==> config.mk <==
export PLATFORM = sky130hd
export DESIGN_NAME = circular_deque
export DESIGN_NICKNAME = d
export VERILOG_FILES = /design/src/cdq_pkg.sv /design/src/cdq_ram.sv /design/src/cdq_ctrl.sv /design/src/circular_deque.sv
export VERILOG_INCLUDE_DIRS = /design/src /design/src/src
export SDC_FILE = /design/constraint.sdc
export NUM_CORES = 1
export LEC_CHECK = 0
export ABC_AREA = 1
export BUFFER_PORTS_ARGS = -buffer_cell sky130_fd_sc_hd__buf_2
export CAP_MARGIN = 0
export CORE_ASPECT_RATIO = 1.5
export CORE_MARGIN = 1.5
export CORE_UTILIZATION = 24
export CTS_CLUSTER_SIZE = 16
export DETAILED_ROUTE_END_ITERATION = 8
export GPL_TIMING_DRIVEN = 0
export PLACE_DENSITY = 0.49
export SLEW_MARGIN = 20
export SYNTH_ARGS = -nofsm -noshare
export SYNTH_HDL_FRONTEND = slang
export SYNTH_SLANG_ARGS = --single-unit
export TNS_END_PERCENT = 30
==> constraint.sdc <==
create_clock -name clock -period 8.9 [get_ports clock]
set_input_delay 0 -clock clock [delete_from_list [all_inputs] [get_ports clock]]
set_output_delay 0 -clock clock [all_outputs]
set_load 0.02 [all_outputs]
==> src/circular_deque_macros.svh <==
// Assertion macros shared by the circular deque RTL.
`ifndef CIRCULAR_DEQUE_MACROS_SVH
`define CIRCULAR_DEQUE_MACROS_SVH

`ifndef SYNTH
`define CDQ_ASSERT_CLK(label, clk, rst, prop, msg) \
   label: assert property (@(posedge clk) disable iff (rst) prop) else $error(msg);
`define CDQ_ASSERT(label, prop, msg) \
   `CDQ_ASSERT_CLK(label, clock, reset, prop, msg)
`else
`define CDQ_ASSERT_CLK(label, clk, rst, prop, msg)
`define CDQ_ASSERT(label, prop, msg)
`endif

`endif

==> src/cdq_pkg.sv <==
// Types, constants and index helpers for the circular deque.
package cdq_pkg;

   localparam int DEPTH  = 16;
   localparam int DATA_W = 32;
   localparam int CAP_W  = 5;
   localparam int IDX_W  = (DEPTH > 1) ? $clog2(DEPTH) : 1;
   localparam int CNT_W  = $clog2(DEPTH + 1);

   localparam logic [2:0] KIND_PUSH_FRONT = 3'd0;
   localparam logic [2:0] KIND_PUSH_REAR  = 3'd1;
   localparam logic [2:0] KIND_POP_FRONT  = 3'd2;
   localparam logic [2:0] KIND_POP_REAR   = 3'd3;
   localparam logic [2:0] KIND_LOOK       = 3'd4;

   localparam logic [1:0] STATUS_DONE  = 2'd0;
   localparam logic [1:0] STATUS_FULL  = 2'd1;
   localparam logic [1:0] STATUS_EMPTY = 2'd2;

   typedef struct packed {
      logic [2:0]               kind;
      logic signed [DATA_W-1:0] push_value;
   } req_type;

   typedef struct packed {
      logic [1:0]               status;
      logic signed [DATA_W-1:0] popped_value;
      logic signed [DATA_W-1:0] front_value;
      logic signed [DATA_W-1:0] rear_value;
      logic [CNT_W-1:0]         count;
      logic                     is_empty;
      logic                     is_full;
   } rsp_type;

   // top -> control
   typedef struct packed {
      logic accept;
      logic clear;
   } ctl_type;

   // control -> top
   typedef struct packed {
      logic busy;
      logic res_valid;
   } sts_type;

   function automatic logic [IDX_W-1:0] step_up(logic [IDX_W-1:0] idx,
                                                 logic [CNT_W-1:0] cap);
      logic [CNT_W-1:0] nxt;
      nxt = CNT_W'(idx) + CNT_W'(1);
      return (nxt >= cap) ? '0 : IDX_W'(nxt);
   endfunction

   function automatic logic [IDX_W-1:0] step_down(logic [IDX_W-1:0] idx,
                                                   logic [CNT_W-1:0] cap);
      logic [CNT_W-1:0] last;
      last = cap - CNT_W'(1);
      return (idx == '0 || CNT_W'(idx) >= cap) ? IDX_W'(last) : idx - IDX_W'(1);
   endfunction

endpackage

==> src/cdq_ram.sv <==
// Ring store: one write port, one read port, registered read data.
module cdq_ram #(
   parameter int  DEPTH = 16,
   parameter int  WIDTH = 32,
   localparam int AW    = (DEPTH > 1) ? $clog2(DEPTH) : 1
) (
   input  logic             clock,
   input  logic             wr_en,
   input  logic [AW-1:0]    wr_addr,
   input  logic [WIDTH-1:0] wr_data,
   input  logic             rd_en,
   input  logic [AW-1:0]    rd_addr,
   output logic [WIDTH-1:0] rd_data
);

   logic [WIDTH-1:0] mem [DEPTH];
   logic [WIDTH-1:0] rd_data_ff;

   always_ff @(posedge clock) begin
      if (wr_en) begin
         mem[wr_addr] <= wr_data;
      end
      if (rd_en) begin
         rd_data_ff <= mem[rd_addr];
      end
   end

   assign rd_data = rd_data_ff;

endmodule

==> src/cdq_ctrl.sv <==
// Deque control: indices, occupancy, cached end words and the refill sequencer.
module cdq_ctrl (
   input  logic                            clock,
   input  logic                            reset,
   input  cdq_pkg::ctl_type                ctl,
   input  cdq_pkg::req_type                req,
   input  logic [cdq_pkg::CNT_W-1:0]       cap,
   input  logic [cdq_pkg::DATA_W-1:0]      rd_data,
   output cdq_pkg::sts_type                sts,
   output cdq_pkg::rsp_type                res,
   output logic                            mem_wr_en,
   output logic [cdq_pkg::IDX_W-1:0]       mem_wr_addr,
   output logic [cdq_pkg::DATA_W-1:0]      mem_wr_data,
   output logic                            mem_rd_en,
   output logic [cdq_pkg::IDX_W-1:0]       mem_rd_addr
);

   typedef enum logic [0:0] {
      ST_IDLE,
      ST_READ
   } state_type;

   state_type                     state_ff, state_in;
   logic [cdq_pkg::IDX_W-1:0]     head_ff, head_in;
   logic [cdq_pkg::IDX_W-1:0]     tail_ff, tail_in;
   logic [cdq_pkg::CNT_W-1:0]     occ_ff, occ_in;
   logic [cdq_pkg::DATA_W-1:0]    front_ff, front_in;
   logic [cdq_pkg::DATA_W-1:0]    rear_ff, rear_in;
   logic [cdq_pkg::DATA_W-1:0]    popped_ff, popped_in;
   logic                          read_front_ff, read_front_in;
   logic [1:0]                    status_v;
   logic                          need_read;
   logic                          res_valid;
   logic                          is_push, is_pop;

   assign is_push = (req.kind == cdq_pkg::KIND_PUSH_FRONT) ||
                    (req.kind == cdq_pkg::KIND_PUSH_REAR);
   assign is_pop  = (req.kind == cdq_pkg::KIND_POP_FRONT) ||
                    (req.kind == cdq_pkg::KIND_POP_REAR);

   always_comb begin
      state_in      = state_ff;
      head_in       = head_ff;
      tail_in       = tail_ff;
      occ_in        = occ_ff;
      front_in      = front_ff;
      rear_in       = rear_ff;
      popped_in     = popped_ff;
      read_front_in = read_front_ff;
      status_v      = cdq_pkg::STATUS_DONE;
      need_read     = 1'b0;
      res_valid     = 1'b0;
      mem_wr_en     = 1'b0;
      mem_wr_addr   = '0;
      mem_rd_addr   = '0;

      unique case (state_ff)
         ST_IDLE: begin
            if (ctl.accept) begin
               popped_in = '0;
               if (is_push) begin
                  if (occ_ff >= cap) begin
                     status_v = cdq_pkg::STATUS_FULL;
                  end else begin
                     mem_wr_en = 1'b1;
                     occ_in    = occ_ff + cdq_pkg::CNT_W'(1);
                     if (occ_ff == '0) begin
                        head_in     = '0;
                        tail_in     = '0;
                        mem_wr_addr = '0;
                        front_in    = req.push_value;
                        rear_in     = req.push_value;
                     end else if (req.kind == cdq_pkg::KIND_PUSH_FRONT) begin
                        head_in     = cdq_pkg::step_down(head_ff, cap);
                        mem_wr_addr = head_in;
                        front_in    = req.push_value;
                     end else begin
                        tail_in     = cdq_pkg::step_up(tail_ff, cap);
                        mem_wr_addr = tail_in;
                        rear_in     = req.push_value;
                     end
                  end
               end else if (is_pop) begin
                  if (occ_ff == '0) begin
                     status_v = cdq_pkg::STATUS_EMPTY;
                  end else begin
                     occ_in = occ_ff - cdq_pkg::CNT_W'(1);
                     if (req.kind == cdq_pkg::KIND_POP_FRONT) begin
                        popped_in = front_ff;
                        head_in   = cdq_pkg::step_up(head_ff, cap);
                        // two left: the new front is the cached rear word
                        if (occ_ff == cdq_pkg::CNT_W'(2)) begin
                           front_in = rear_ff;
                        end else if (occ_ff > cdq_pkg::CNT_W'(2)) begin
                           need_read     = 1'b1;
                           mem_rd_addr   = head_in;
                           read_front_in = 1'b1;
                        end
                     end else begin
                        popped_in = rear_ff;
                        tail_in   = cdq_pkg::step_down(tail_ff, cap);
                        if (occ_ff == cdq_pkg::CNT_W'(2)) begin
                           rear_in = front_ff;
                        end else if (occ_ff > cdq_pkg::CNT_W'(2)) begin
                           need_read     = 1'b1;
                           mem_rd_addr   = tail_in;
                           read_front_in = 1'b0;
                        end
                     end
                     if (occ_ff == cdq_pkg::CNT_W'(1)) begin
                        head_in = '0;
                        tail_in = '0;
                     end
                  end
               end
               if (need_read) begin
                  state_in = ST_READ;
               end else begin
                  res_valid = 1'b1;
               end
            end
         end
         ST_READ: begin
            // refill the exposed end from the store
            res_valid = 1'b1;
            state_in  = ST_IDLE;
            if (read_front_ff) begin
               front_in = rd_data;
            end else begin
               rear_in = rd_data;
            end
         end
         default: begin
            state_in = ST_IDLE;
         end
      endcase

      if (ctl.clear) begin
         state_in = ST_IDLE;
         head_in  = '0;
         tail_in  = '0;
         occ_in   = '0;
      end
   end

   assign mem_rd_en   = need_read;
   assign mem_wr_data = req.push_value;

   always_comb begin
      res.status       = status_v;
      res.popped_value = popped_in;
      res.front_value  = (occ_in != '0) ? front_in : '0;
      res.rear_value   = (occ_in != '0) ? rear_in : '0;
      res.count        = occ_in;
      res.is_empty     = (occ_in == '0);
      res.is_full      = (occ_in >= cap);
   end

   assign sts.busy      = (state_ff == ST_READ);
   assign sts.res_valid = res_valid;

   always_ff @(posedge clock) begin
      if (reset) begin
         state_ff <= ST_IDLE;
         head_ff  <= '0;
         tail_ff  <= '0;
         occ_ff   <= '0;
      end else begin
         state_ff <= state_in;
         head_ff  <= head_in;
         tail_ff  <= tail_in;
         occ_ff   <= occ_in;
      end
      front_ff      <= front_in;
      rear_ff       <= rear_in;
      popped_ff     <= popped_in;
      read_front_ff <= read_front_in;
   end

endmodule

==> src/circular_deque.sv <==
// Circular deque top level: capacity register, result register, ring store.
//
//   channel  direction  handshake              payload
//   req_     in         req_valid / req_stall  cdq_pkg::req_type
//   rsp_     out        rsp_valid / rsp_stall  cdq_pkg::rsp_type
//   csr_     in         csr_valid / csr_ready  capacity (5 bits)
//
// A pop that leaves two or more words also reads the ring store: the
// new end word comes from the store, whose read data is registered.
// Synchronous reset: empty deque, capacity 16; store contents are not cleared.
// A result waits in the output register under rsp_stall; the next item is
// taken in the same cycle unless the held result is still stalled or a store read is under way.
// A capacity write empties the deque; csr_ready is low during a store read.
`include "circular_deque_macros.svh"

module circular_deque (
   input  logic                        clock,
   input  logic                        reset,
   input  logic                        req_valid,
   output logic                        req_stall,
   input  cdq_pkg::req_type            req_data,
   output logic                        rsp_valid,
   input  logic                        rsp_stall,
   output cdq_pkg::rsp_type            rsp_data,
   input  logic                        csr_valid,
   output logic                        csr_ready,
   input  logic [cdq_pkg::CAP_W-1:0]   csr_data
);

   cdq_pkg::ctl_type               ctl;
   cdq_pkg::sts_type               sts;
   cdq_pkg::rsp_type               res;
   logic [cdq_pkg::CNT_W-1:0]      cap_ff, cap_in;
   logic                           rsp_valid_ff, rsp_valid_in;
   cdq_pkg::rsp_type               rsp_data_ff, rsp_data_in;
   logic                           req_accept;
   logic                           out_held;
   logic                           mem_wr_en, mem_rd_en;
   logic [cdq_pkg::IDX_W-1:0]      mem_wr_addr, mem_rd_addr;
   logic [cdq_pkg::DATA_W-1:0]     mem_wr_data, mem_rd_data;

   assign out_held   = rsp_valid_ff && rsp_stall;
   assign req_stall  = sts.busy || out_held;
   assign req_accept = req_valid && !req_stall;
   assign csr_ready  = !sts.busy;

   assign ctl.accept = req_accept;
   assign ctl.clear  = csr_valid && csr_ready;

   // zero capacity acts as one, anything above the store depth saturates
   always_comb begin
      cap_in = cap_ff;
      if (ctl.clear) begin
         if (csr_data == '0) begin
            cap_in = cdq_pkg::CNT_W'(1);
         end else if (int'(csr_data) > cdq_pkg::DEPTH) begin
            cap_in = cdq_pkg::CNT_W'(cdq_pkg::DEPTH);
         end else begin
            cap_in = cdq_pkg::CNT_W'(csr_data);
         end
      end
   end

   assign rsp_valid_in = sts.res_valid || out_held;
   assign rsp_data_in  = sts.res_valid ? res : rsp_data_ff;

   always_ff @(posedge clock) begin
      if (reset) begin
         cap_ff       <= cdq_pkg::CNT_W'(cdq_pkg::DEPTH);
         rsp_valid_ff <= 1'b0;
      end else begin
         cap_ff       <= cap_in;
         rsp_valid_ff <= rsp_valid_in;
      end
      rsp_data_ff <= rsp_data_in;
   end

   assign rsp_valid = rsp_valid_ff;
   assign rsp_data  = rsp_data_ff;

   cdq_ctrl u_ctrl (
      .clock       (clock),
      .reset       (reset),
      .ctl         (ctl),
      .req         (req_data),
      .cap         (cap_ff),
      .rd_data     (mem_rd_data),
      .sts         (sts),
      .res         (res),
      .mem_wr_en   (mem_wr_en),
      .mem_wr_addr (mem_wr_addr),
      .mem_wr_data (mem_wr_data),
      .mem_rd_en   (mem_rd_en),
      .mem_rd_addr (mem_rd_addr)
   );

   cdq_ram #(
      .DEPTH (cdq_pkg::DEPTH),
      .WIDTH (cdq_pkg::DATA_W)
   ) u_ram (
      .clock   (clock),
      .wr_en   (mem_wr_en),
      .wr_addr (mem_wr_addr),
      .wr_data (mem_wr_data),
      .rd_en   (mem_rd_en),
      .rd_addr (mem_rd_addr),
      .rd_data (mem_rd_data)
   );

   `CDQ_ASSERT(a_read_one_cycle, sts.busy |=> !sts.busy, "store refill lasted more than one cycle")
   `CDQ_ASSERT(a_res_has_source, sts.res_valid |-> (req_accept || sts.busy), "result without a transfer in")
   `CDQ_ASSERT(a_res_no_overrun, sts.res_valid |-> !out_held, "result overwrote a stalled result")

endmodule
# After elaboration in Yosys (flattened, before gate mapping)
# Memory sizes are Yosys's and may differ from the RTL's. A register that Yosys moved wholly into a read port is not among the register bits.
# Index checks and enable logic that the tools add are counted.
[totals] regBits=222 ram_bits=512 inputBits=45 output_inout_bits=108 word_cells=176 mem_count=1
[memory_table] memory="u_ram.mem" words=16 word_bits=32 rd=1 rd_clocked_by_memory_dff=1 write_ports=1 line="cdq_ram.sv:16" source="logic [WIDTH-1:0] mem [DEPTH];"
[op_classes] n_addsub=7 magnitude_cmp=8 n_eq_ne=10 mux=103 n_bitwise=5 n_reduce_logical=25
[op_table] cell="2-to-1 mux 32 bit" n=26
[op_table] cell="2-to-1 mux 4 bit" n=36
[op_table] cell="case mux 32 bit (2 select lines)" n=2
[op_table] cell="2-to-1 mux 5 bit" n=9
[op_table] cell="2-to-1 mux 1 bit" n=25
[op_table] cell="AND reduction 7 bit" n=3
[op_table] cell=">= comparator 5 bit" n=4
[op_table] cell="logical NOT 5 bit" n=3
[op_table] cell="subtractor 4 x 1 -> 4 bit, second input constant" n=3
[op_table] cell="adder 4 x 1 -> 5 bit, second input constant" n=2
[op_table] cell=">= comparator 4 x 5 -> 1 bit" n=2
[op_table] cell="logical NOT 4 bit" n=2
[op_table] cell="== test 3 x 2 -> 1 bit, second input constant" n=2
[op_table] cell="logical OR 1 bit" n=6
[op_table] cell="2-to-1 mux 2 bit" n=3
[op_table] cell="inequality test 3 bit, second input constant" n=2
[op_table] cell="adder 5 x 1 -> 5 bit, second input constant" n=1
[op_table] cell="== test 5 x 1 -> 1 bit, second input constant" n=1
[op_table] cell="== test 5 x 2 -> 1 bit, second input constant" n=1
[op_table] cell="greater-than comparator 5 x 2 -> 1 bit, second input constant" n=1
[op_table] cell="greater-than comparator 5 bit, second input constant" n=1
[op_table] cell="NOT 1 bit" n=5
[op_table] cell="nonzero test 5 bit" n=1
[op_table] cell="subtractor 5 x 1 -> 5 bit, second input constant" n=1
[op_table] cell="other kinds (11)" n=16

# Longest topological paths before layout
[logic_depth] word_depth=12 depth_mapped=18 mapped_depth_nobuf=18

# By module
# A second synthesis with hierarchy kept.
[unflattened] cells_unflattened=4057 area_unflattened_um2=36422.4
[by_module_without_submodules] module="cdq_ram" n_inst=1 cells_per_inst=2122 area_per_inst_um2=23065.9 seq_area_each_um2=16335.7
[by_module_without_submodules] module="cdq_ctrl" n_inst=1 cells_per_inst=1795 area_per_inst_um2=9949.5 seq_area_each_um2=2232.1
[by_module_without_submodules] module="circular_deque" n_inst=1 cells_per_inst=140 area_per_inst_um2=3407.0 seq_area_each_um2=3273.1

# Worst setup path before layout
# Ideal clock, no wire load.
[synth_timing] path_type="register to register" from="register u_ctrl.occ_ff[0] (netlist name)" to="register rsp_data_ff (netlist bit rsp_data[0]) (enable)" setup_time_ps=965 arrival_ps=2951 required_ps=7935 slack_ps=4984 stages_incl_launch_ff=7 path_buffers=0 synth_period_minus_slack_ps=3916 cell_sequence="dfxtp_1 inv_1 ha_1 nand3_2 nand2_2 o21ai_0 nand2_1"
[synth_between] elab_chain_cells=11 elab_cells_between_ends=13 classes_between="order compare: 1; eq/ne: 1; mux: 10; reduce/logical: 1"
[synth_lines] item="start: declaration" line="cdq_ctrl.sv:26" source="logic [cdq_pkg::CNT_W-1:0] occ_ff, occ_in;"
[synth_lines] item="start signal: assignment" line="cdq_ctrl.sv:172" source="occ_ff <= occ_in;"
[synth_lines] item="greater-than comparator 5 x 2 -> 1 bit" line="cdq_ctrl.sv:94, cdq_ctrl.sv:104"
[synth_lines] item="2-to-1 mux 1 bit" line="cdq_ctrl.sv:94, cdq_ctrl.sv:104"
[synth_lines] item="2-to-1 mux 1 bit" line="cdq_ctrl.sv:92, cdq_ctrl.sv:102"
[synth_lines] item="2-to-1 mux 1 bit *" line="cdq_ctrl.sv:84" source="if (occ_ff == '0) begin"
[synth_lines] item="2-to-1 mux 1 bit *" line="cdq_ctrl.sv:83" source="end else if (is_pop) begin"
[synth_lines] item="2-to-1 mux 1 bit *" line="cdq_ctrl.sv:61" source="if (is_push) begin"
[synth_lines] item="2-to-1 mux 1 bit *" line="cdq_ctrl.sv:59" source="if (ctl.accept) begin"
[synth_lines] item="2-to-1 mux 1 bit *" line="cdq_ctrl.sv:57" source="unique case (state_ff)"
[synth_lines] item="2-to-1 mux 1 bit *" line="cdq_ctrl.sv:116" source="if (need_read) begin"
[synth_lines] item="2-to-1 mux 1 bit *" line="cdq_ctrl.sv:59"
[synth_lines] item="case mux 1 bit (2 select lines) *" line="cdq_ctrl.sv:57"
[synth_lines] item="net u_ctrl.res_valid" line="cdq_ctrl.sv:33" source="logic res_valid;"
[synth_lines] item="end signal: assignment" line="circular_deque.sv:75" source="rsp_data_ff <= rsp_data_in;"
[synth_lines] item="end: declaration" line="circular_deque.sv:35" source="cdq_pkg::rsp_type rsp_data_ff, rsp_data_in;"
# Mark *: on every way through the listed nets, which the timed path passes. The rest lies on a longest branch. The select of a mux whose other input is x is not followed.
# A chain may end at the register's enable or synchronous reset.

# Final worst setup path
[layout_timing] from="register u_ctrl.state_ff" to="register u_ram.rd_data_ff[3] (netlist: u_ram.rd_data[3]), read port of u_ram.mem, data pin"
[layout_between] elab_chain_cells=5 elab_cells_between_ends=7 classes_between="mux: 4; reduce/logical: 3"
[layout_lines] item="start: declaration" line="cdq_ctrl.sv:23" source="state_type state_ff, state_in;"
[layout_lines] item="start signal: assignment" line="cdq_ctrl.sv:169" source="state_ff <= state_in;"
[layout_lines] item="logical OR 1 bit" line="circular_deque.sv:43" source="assign req_stall = sts.busy || out_held;"
[layout_lines] item="logical NOT 1 bit" line="circular_deque.sv:44" source="assign req_accept = req_valid && !req_stall;"
[layout_lines] item="logical AND 1 bit" line="circular_deque.sv:44"
[layout_lines] item="2-to-1 mux 4 bit or 2-to-1 mux 1 bit (tied branches)" line="cdq_ctrl.sv:59"
[layout_lines] item="2-to-1 mux 4 bit or 2-to-1 mux 1 bit (tied branches)" line="cdq_ctrl.sv:57"
[layout_lines] item="end: declaration" line="cdq_ram.sv:17" source="logic [WIDTH-1:0] rd_data_ff;"
# Several ways; a longest one is shown, not always the timed one.

==> impl_results.rst <==
.. list-table::
   :header-rows: 1

   * - Metric
     - Value
   * - Run status
     - finished with violations
   * - Violated checks
     - DRC
   * - Sequential standard cell area
     - 21800 sq um
   * - Element type at the critical path end
     - flip-flop
   * - Synth top area share
     - 0.547
   * - Mean routed wirelength per cell
     - 20.6 um
   * - Ordered list of cells on the worst path
     - inv_2 > nand2_4 > nor2_8 > dlygate4sd3_1 > nand4_2 > a21oi_2 > buf_2 > buf_2 > nand3b_1 > nand3_1 > nand3_1 > nand3_1 > nand2_1
   * - Leading area contributor after synthesis
     - edfxtp_1
   * - Max_cap viols
     - 0
   * - Slew at the pin closest to its max-slew limit
     - 0.902 ns
   * - Routed via count
     - 27.5k
   * - Clock Pin Slew Worst Setup and Hold Paths
     - 0.08 ns
   * - Place WS
     - 4.48 ns
   * - Half-perimeter wire length after detailed placement
     - 91400 um
   * - Maximum fanout along the worst path
     - 10
   * - Via count normalized by instance count
     - 4.60
   * - Type of the worst setup path
     - flip-flop to flip-flop
   * - Number of setup violations in the final report
     - 0
   * - Syn Nets
     - 3769
   * - Critical R2R Launch
     - u_ctrl.state_ff$_SDFF_PP0_
   * - Hold/Removal Path Class
     - input port to flip-flop
   * - Post-CTS resize count
     - 0
   * - Register-to-Register Path Depth
     - 13
   * - Gpl congestion
     - 0.922
   * - CTS sink count
     - 766
   * - Multi-input combinational cell area
     - 11100 sq um
   * - Layout Area Growth over Synthesis
     - 19.2%
   * - Area fraction in and, or, nand and nor cells after synthesis
     - 0.203
   * - Net count of the finished layout
     - 4070
   * - Cell family contributing the most delay on the critical path
     - buffers and inverters
   * - Die Footprint
     - 151000 sq um
   * - Worst setup path end
     - u_ram.rd_data[3]$_DFFE_PP_
   * - Most used cell along the critical path
     - nand3_1
   * - Final Skew
     - 0.0373 ns
   * - Die extent in x
     - 318 um
   * - Post-synthesis share of cell area spent on full adders, half adders and majority gates
     - 0.0133
   * - Count of flip-flops with a built-in enable after synthesis
     - 650
   * - Largest family of logic cells by synthesized area
     - simple AND/OR/NAND/NOR gates
   * - Relative slew margins
     - 0.399
   * - Slowest cell on crit path
     - a21oi_2
   * - Remaining routing DRC violations
     - 1
   * - Number of antenna violations at the first check in global routing
     - 6
   * - Req. time, crit path
     - 9.36 ns
   * - Stages on the worst setup path
     - 13
   * - Worst voltage drop across the vdd grid
     - 0.000138 V
   * - CP startpoint
     - u_ctrl.state_ff$_SDFF_PP0_
   * - Endpoint of the worst-slack reg-to-reg timing path
     - u_ram.rd_data[3]$_DFFE_PP_
   * - Via count of the first global-routing pass
     - 27.6k
   * - Number of nets with antenna violations after routing
     - 0
   * - Post-synthesis average cell area
     - 9.67 sq um
   * - Power after layout
     - 8.27 mW
   * - Worst-skew pair later-pin latency
     - 0.70 ns
   * - Drt first pass iters
     - 8
   * - Leakage power total
     - 17.1 nW
   * - Filler cells
     - 15.5k
   * - Arrival time of the worst setup path
     - 4.89 ns
   * - Post-synthesis cell type count
     - 41
   * - Initial standard-cell utilization of the core
     - 0.241
   * - Yosys warning total
     - 0
   * - Count of buffers from port buffering
     - 151
   * - Xor and xnor fraction of the mapped netlist area
     - 0.00270
   * - Global-route usage over all layers
     - 0.160
   * - Wire length of the first global-routing pass
     - 180000 um
   * - Post-synthesis instance area
     - 35700 sq um
   * - Fraction of final layout cells with drive strength greater than 1
     - 0.117
   * - Cells taking the most area after synthesis
     - edfxtp_1 (55%), nand2_1 (7.5%), nand3_1 (7.3%)
   * - Floorplan core area
     - 148000 sq um
   * - Hold violation total from the final report
     - 0
   * - Setup Fix Bufs, Post-CTS
     - 0
   * - RSZ-0062 raised after global routing
     - no
   * - Number of buffers inserted by hold repair at cts
     - 55
   * - Slowest cell delay on critical path
     - 0.69 ns
   * - Least setup slack across all paths after layout
     - 4.46 ns
   * - Clock buffer count from CTS
     - 71
   * - Share of the core filled with cells
     - 0.287
   * - CTS root buffer
     - clkbuf_16
   * - Starting DRC count in detailed routing
     - 2084
   * - Std cell rows
     - 173
   * - Register bit total from synthesis
     - 766
   * - Sum of buffers and inverters on the critical path
     - 4
   * - Post-Synthesis Cells
     - 3686
   * - Mux cell area share after synthesis
     - 0
   * - Kind of launch point of the worst setup path
     - flip-flop
   * - Maximum number of buffers from clock root to sink
     - 3
   * - Final wirelength
     - 123000 um
   * - Setup TNS Final
     - 0 ns
   * - Compound-gate portion of the synthesized area
     - 0.0896
   * - Sequential fraction of the synthesis area
     - 0.612
   * - Minimum period implied by the final worst setup slack
     - 4.44 ns
   * - Largest net degree at the start of global routing
     - 57
   * - Setup slack of the most critical reg-to-reg path
     - 4.46 ns
   * - Number of levels the H-tree was split into
     - 3
   * - Residual overflow from global routing
     - 0
   * - Num ports
     - 153
   * - Cell area power density
     - 195 nW/um^2
   * - Die H
     - 475 um
   * - Dominant synthesized flop cell
     - edfxtp_1
   * - Asr flop ratio synth
     - 0
   * - Max Clock Freq
     - 225 MHz
   * - Share of the clock period used by the worst path after layout
     - 0.499
   * - Max Transition Viols Final
     - 0
   * - TritonCTS clock tree
     - yes
## worst min-delay path: stages
cell and delay, ns:
dlygate4sd3_1 0.53, clkbuf_1 0.21, nor2_1 0.13
## report_power, final
group          internal, mW  switching [mW]
Combinational         0.237           0.630
Clock                  1.83            1.44
Sequential             4.04          0.0918
## flip-flops by register name, indices dropped and copies added, names as in the netlist
signal	count
cap_ff	5
u_ram.rd_data	32
u_ram.mem	512
u_ctrl.state_ff	1
u_ctrl.rear_ff	32
u_ctrl.popped_ff	32
rsp_valid	1
u_ctrl.tail_ff	4
u_ctrl.read_front_ff	1
u_ctrl.head_ff	4
u_ctrl.front_ff	32
u_ctrl.occ_ff	5
rsp_data	105
## synthesized netlist by cell type (2+ instances only)
| cell | n |
|---|---|
| o21bai_1 | 3 |
| nor2_1 | 103 |
| a21oi_1 | 273 |
| o22ai_1 | 5 |
| o21ai_0 | 325 |
| o21ai_1 | 12 |
| nand2_1 | 716 |
| buf_4 | 4 |
| nor2_4 | 4 |
| clkinv_1 | 2 |
| nor2_2 | 14 |
| ha_1 | 38 |
| a21oi_2 | 2 |
| inv_2 | 15 |
| dfxtp_1 | 116 |
| buf_1 | 11 |
| nand3_1 | 518 |
| xor2_1 | 10 |
| buf_2 | 109 |
| buf_6 | 5 |
| nor3_4 | 2 |
| edfxtp_1 | 650 |
| clkbuf_1 | 106 |
| nand2_2 | 5 |
| nand3_2 | 4 |
| inv_1 | 442 |
| nand4_1 | 9 |
| a31oi_1 | 5 |
| nor3_1 | 8 |
| nand3b_1 | 159 |
## layout by cell type (no fill, tap or decap), types with 8 or more instances in the layout
| cell type | Yosys | layout |
|---|---|---|
| nand2_1 | 716 | 715 |
| edfxtp_1 | 650 | 650 |
| nand3_1 | 518 | 518 |
| inv_1 | 442 | 441 |
| o21ai_0 | 325 | 325 |
| a21oi_1 | 273 | 273 |
| buf_2 | 109 | 260 |
| nand3b_1 | 159 | 159 |
| dfxtp_1 | 116 | 116 |
| clkbuf_1 | 106 | 115 |
| nor2_1 | 103 | 87 |
| clkbuf_16 | 0 | 73 |
| dlygate4sd3_1 | 0 | 55 |
| ha_1 | 38 | 38 |
| nor2_4 | 4 | 20 |
| inv_2 | 15 | 16 |
| nor2_2 | 14 | 14 |
| o21ai_1 | 12 | 12 |
| buf_1 | 11 | 11 |
| clkinv_2 | 0 | 11 |
| buf_12 | 0 | 11 |
| buf_16 | 0 | 11 |
| xor2_1 | 10 | 10 |
| nand4_1 | 9 | 9 |
| clkinv_1 | 2 | 9 |
| bufinv_16 | 0 | 9 |
| nor3_1 | 8 | 8 |
## worst min path at each step
stage / from / to / slack, ns / cells past startpoint
after floorplan: req_data[0] / u_ram.mem[0][0]$_DFFE_PP_ / 0.1 / 0
after global placement: csr_data[0] / cap_ff[0]$_SDFFE_PP0P_ / 0.25 / 3
after detailed placement: csr_data[0] / cap_ff[0]$_SDFFE_PP0P_ / 0.26 / 3
after CTS: reset / u_ctrl.occ_ff[3]$_SDFF_PP0_ / 0.20 / 3
after global routing: reset / u_ctrl.occ_ff[3]$_SDFF_PP0_ / 0.27 / 3
final: reset / u_ctrl.occ_ff[3]$_SDFF_PP0_ / 0.23 / 3
## layer usage
layer | up-vias | global-route usage | wire (um)
li1 | 13200 | - | -
met1 | 13200 | 0.169 | 45300
met2 | 894 | 0.306 | 65700
met3 | 266 | 0.0186 | 5510
met4 | 4 | 0.0904 | 6570
met5 | - | 0 | 28
## cells by family after synthesis
kind of cell	count (synthesis)
AO/OA/AOI/OAI	630
XOR/XNOR	11
adder cells (fa/ha/maj)	38
buffers and inverters	695
flip-flops	766
AND/OR/NAND/NOR	1546
## per-stage QoR
stage	area, sq um	cells	hold slack, ns
6_report	42500	5974	0.232
5_1_grt	42500	5970	0.268
4_1_cts	42500	5968	0.196
3_5_place_dp	39500	5784	0.260
3_3_place_gp	38800	5762	0.246
2_1_floorplan	35700	3686	0.0989
## area by class of cell
| cell class | instances | share of cell area |
|---|---|---|
| Multi-Input combinational cell | 2225 | 0.262 |
| Tap cell | 1925 | 0.0567 |
| Inverter | 459 | 0.0405 |
| Antenna cell | 6 | 0.000353 |
| Clock inverter | 40 | 0.0118 |
| Timing Repair Buffer | 228 | 0.0430 |
| Sequential cell | 766 | 0.514 |
| Buffer | 236 | 0.0256 |
| Clock buffer | 89 | 0.0458 |
Note: power is estimated with default switching activity, not from simulation.
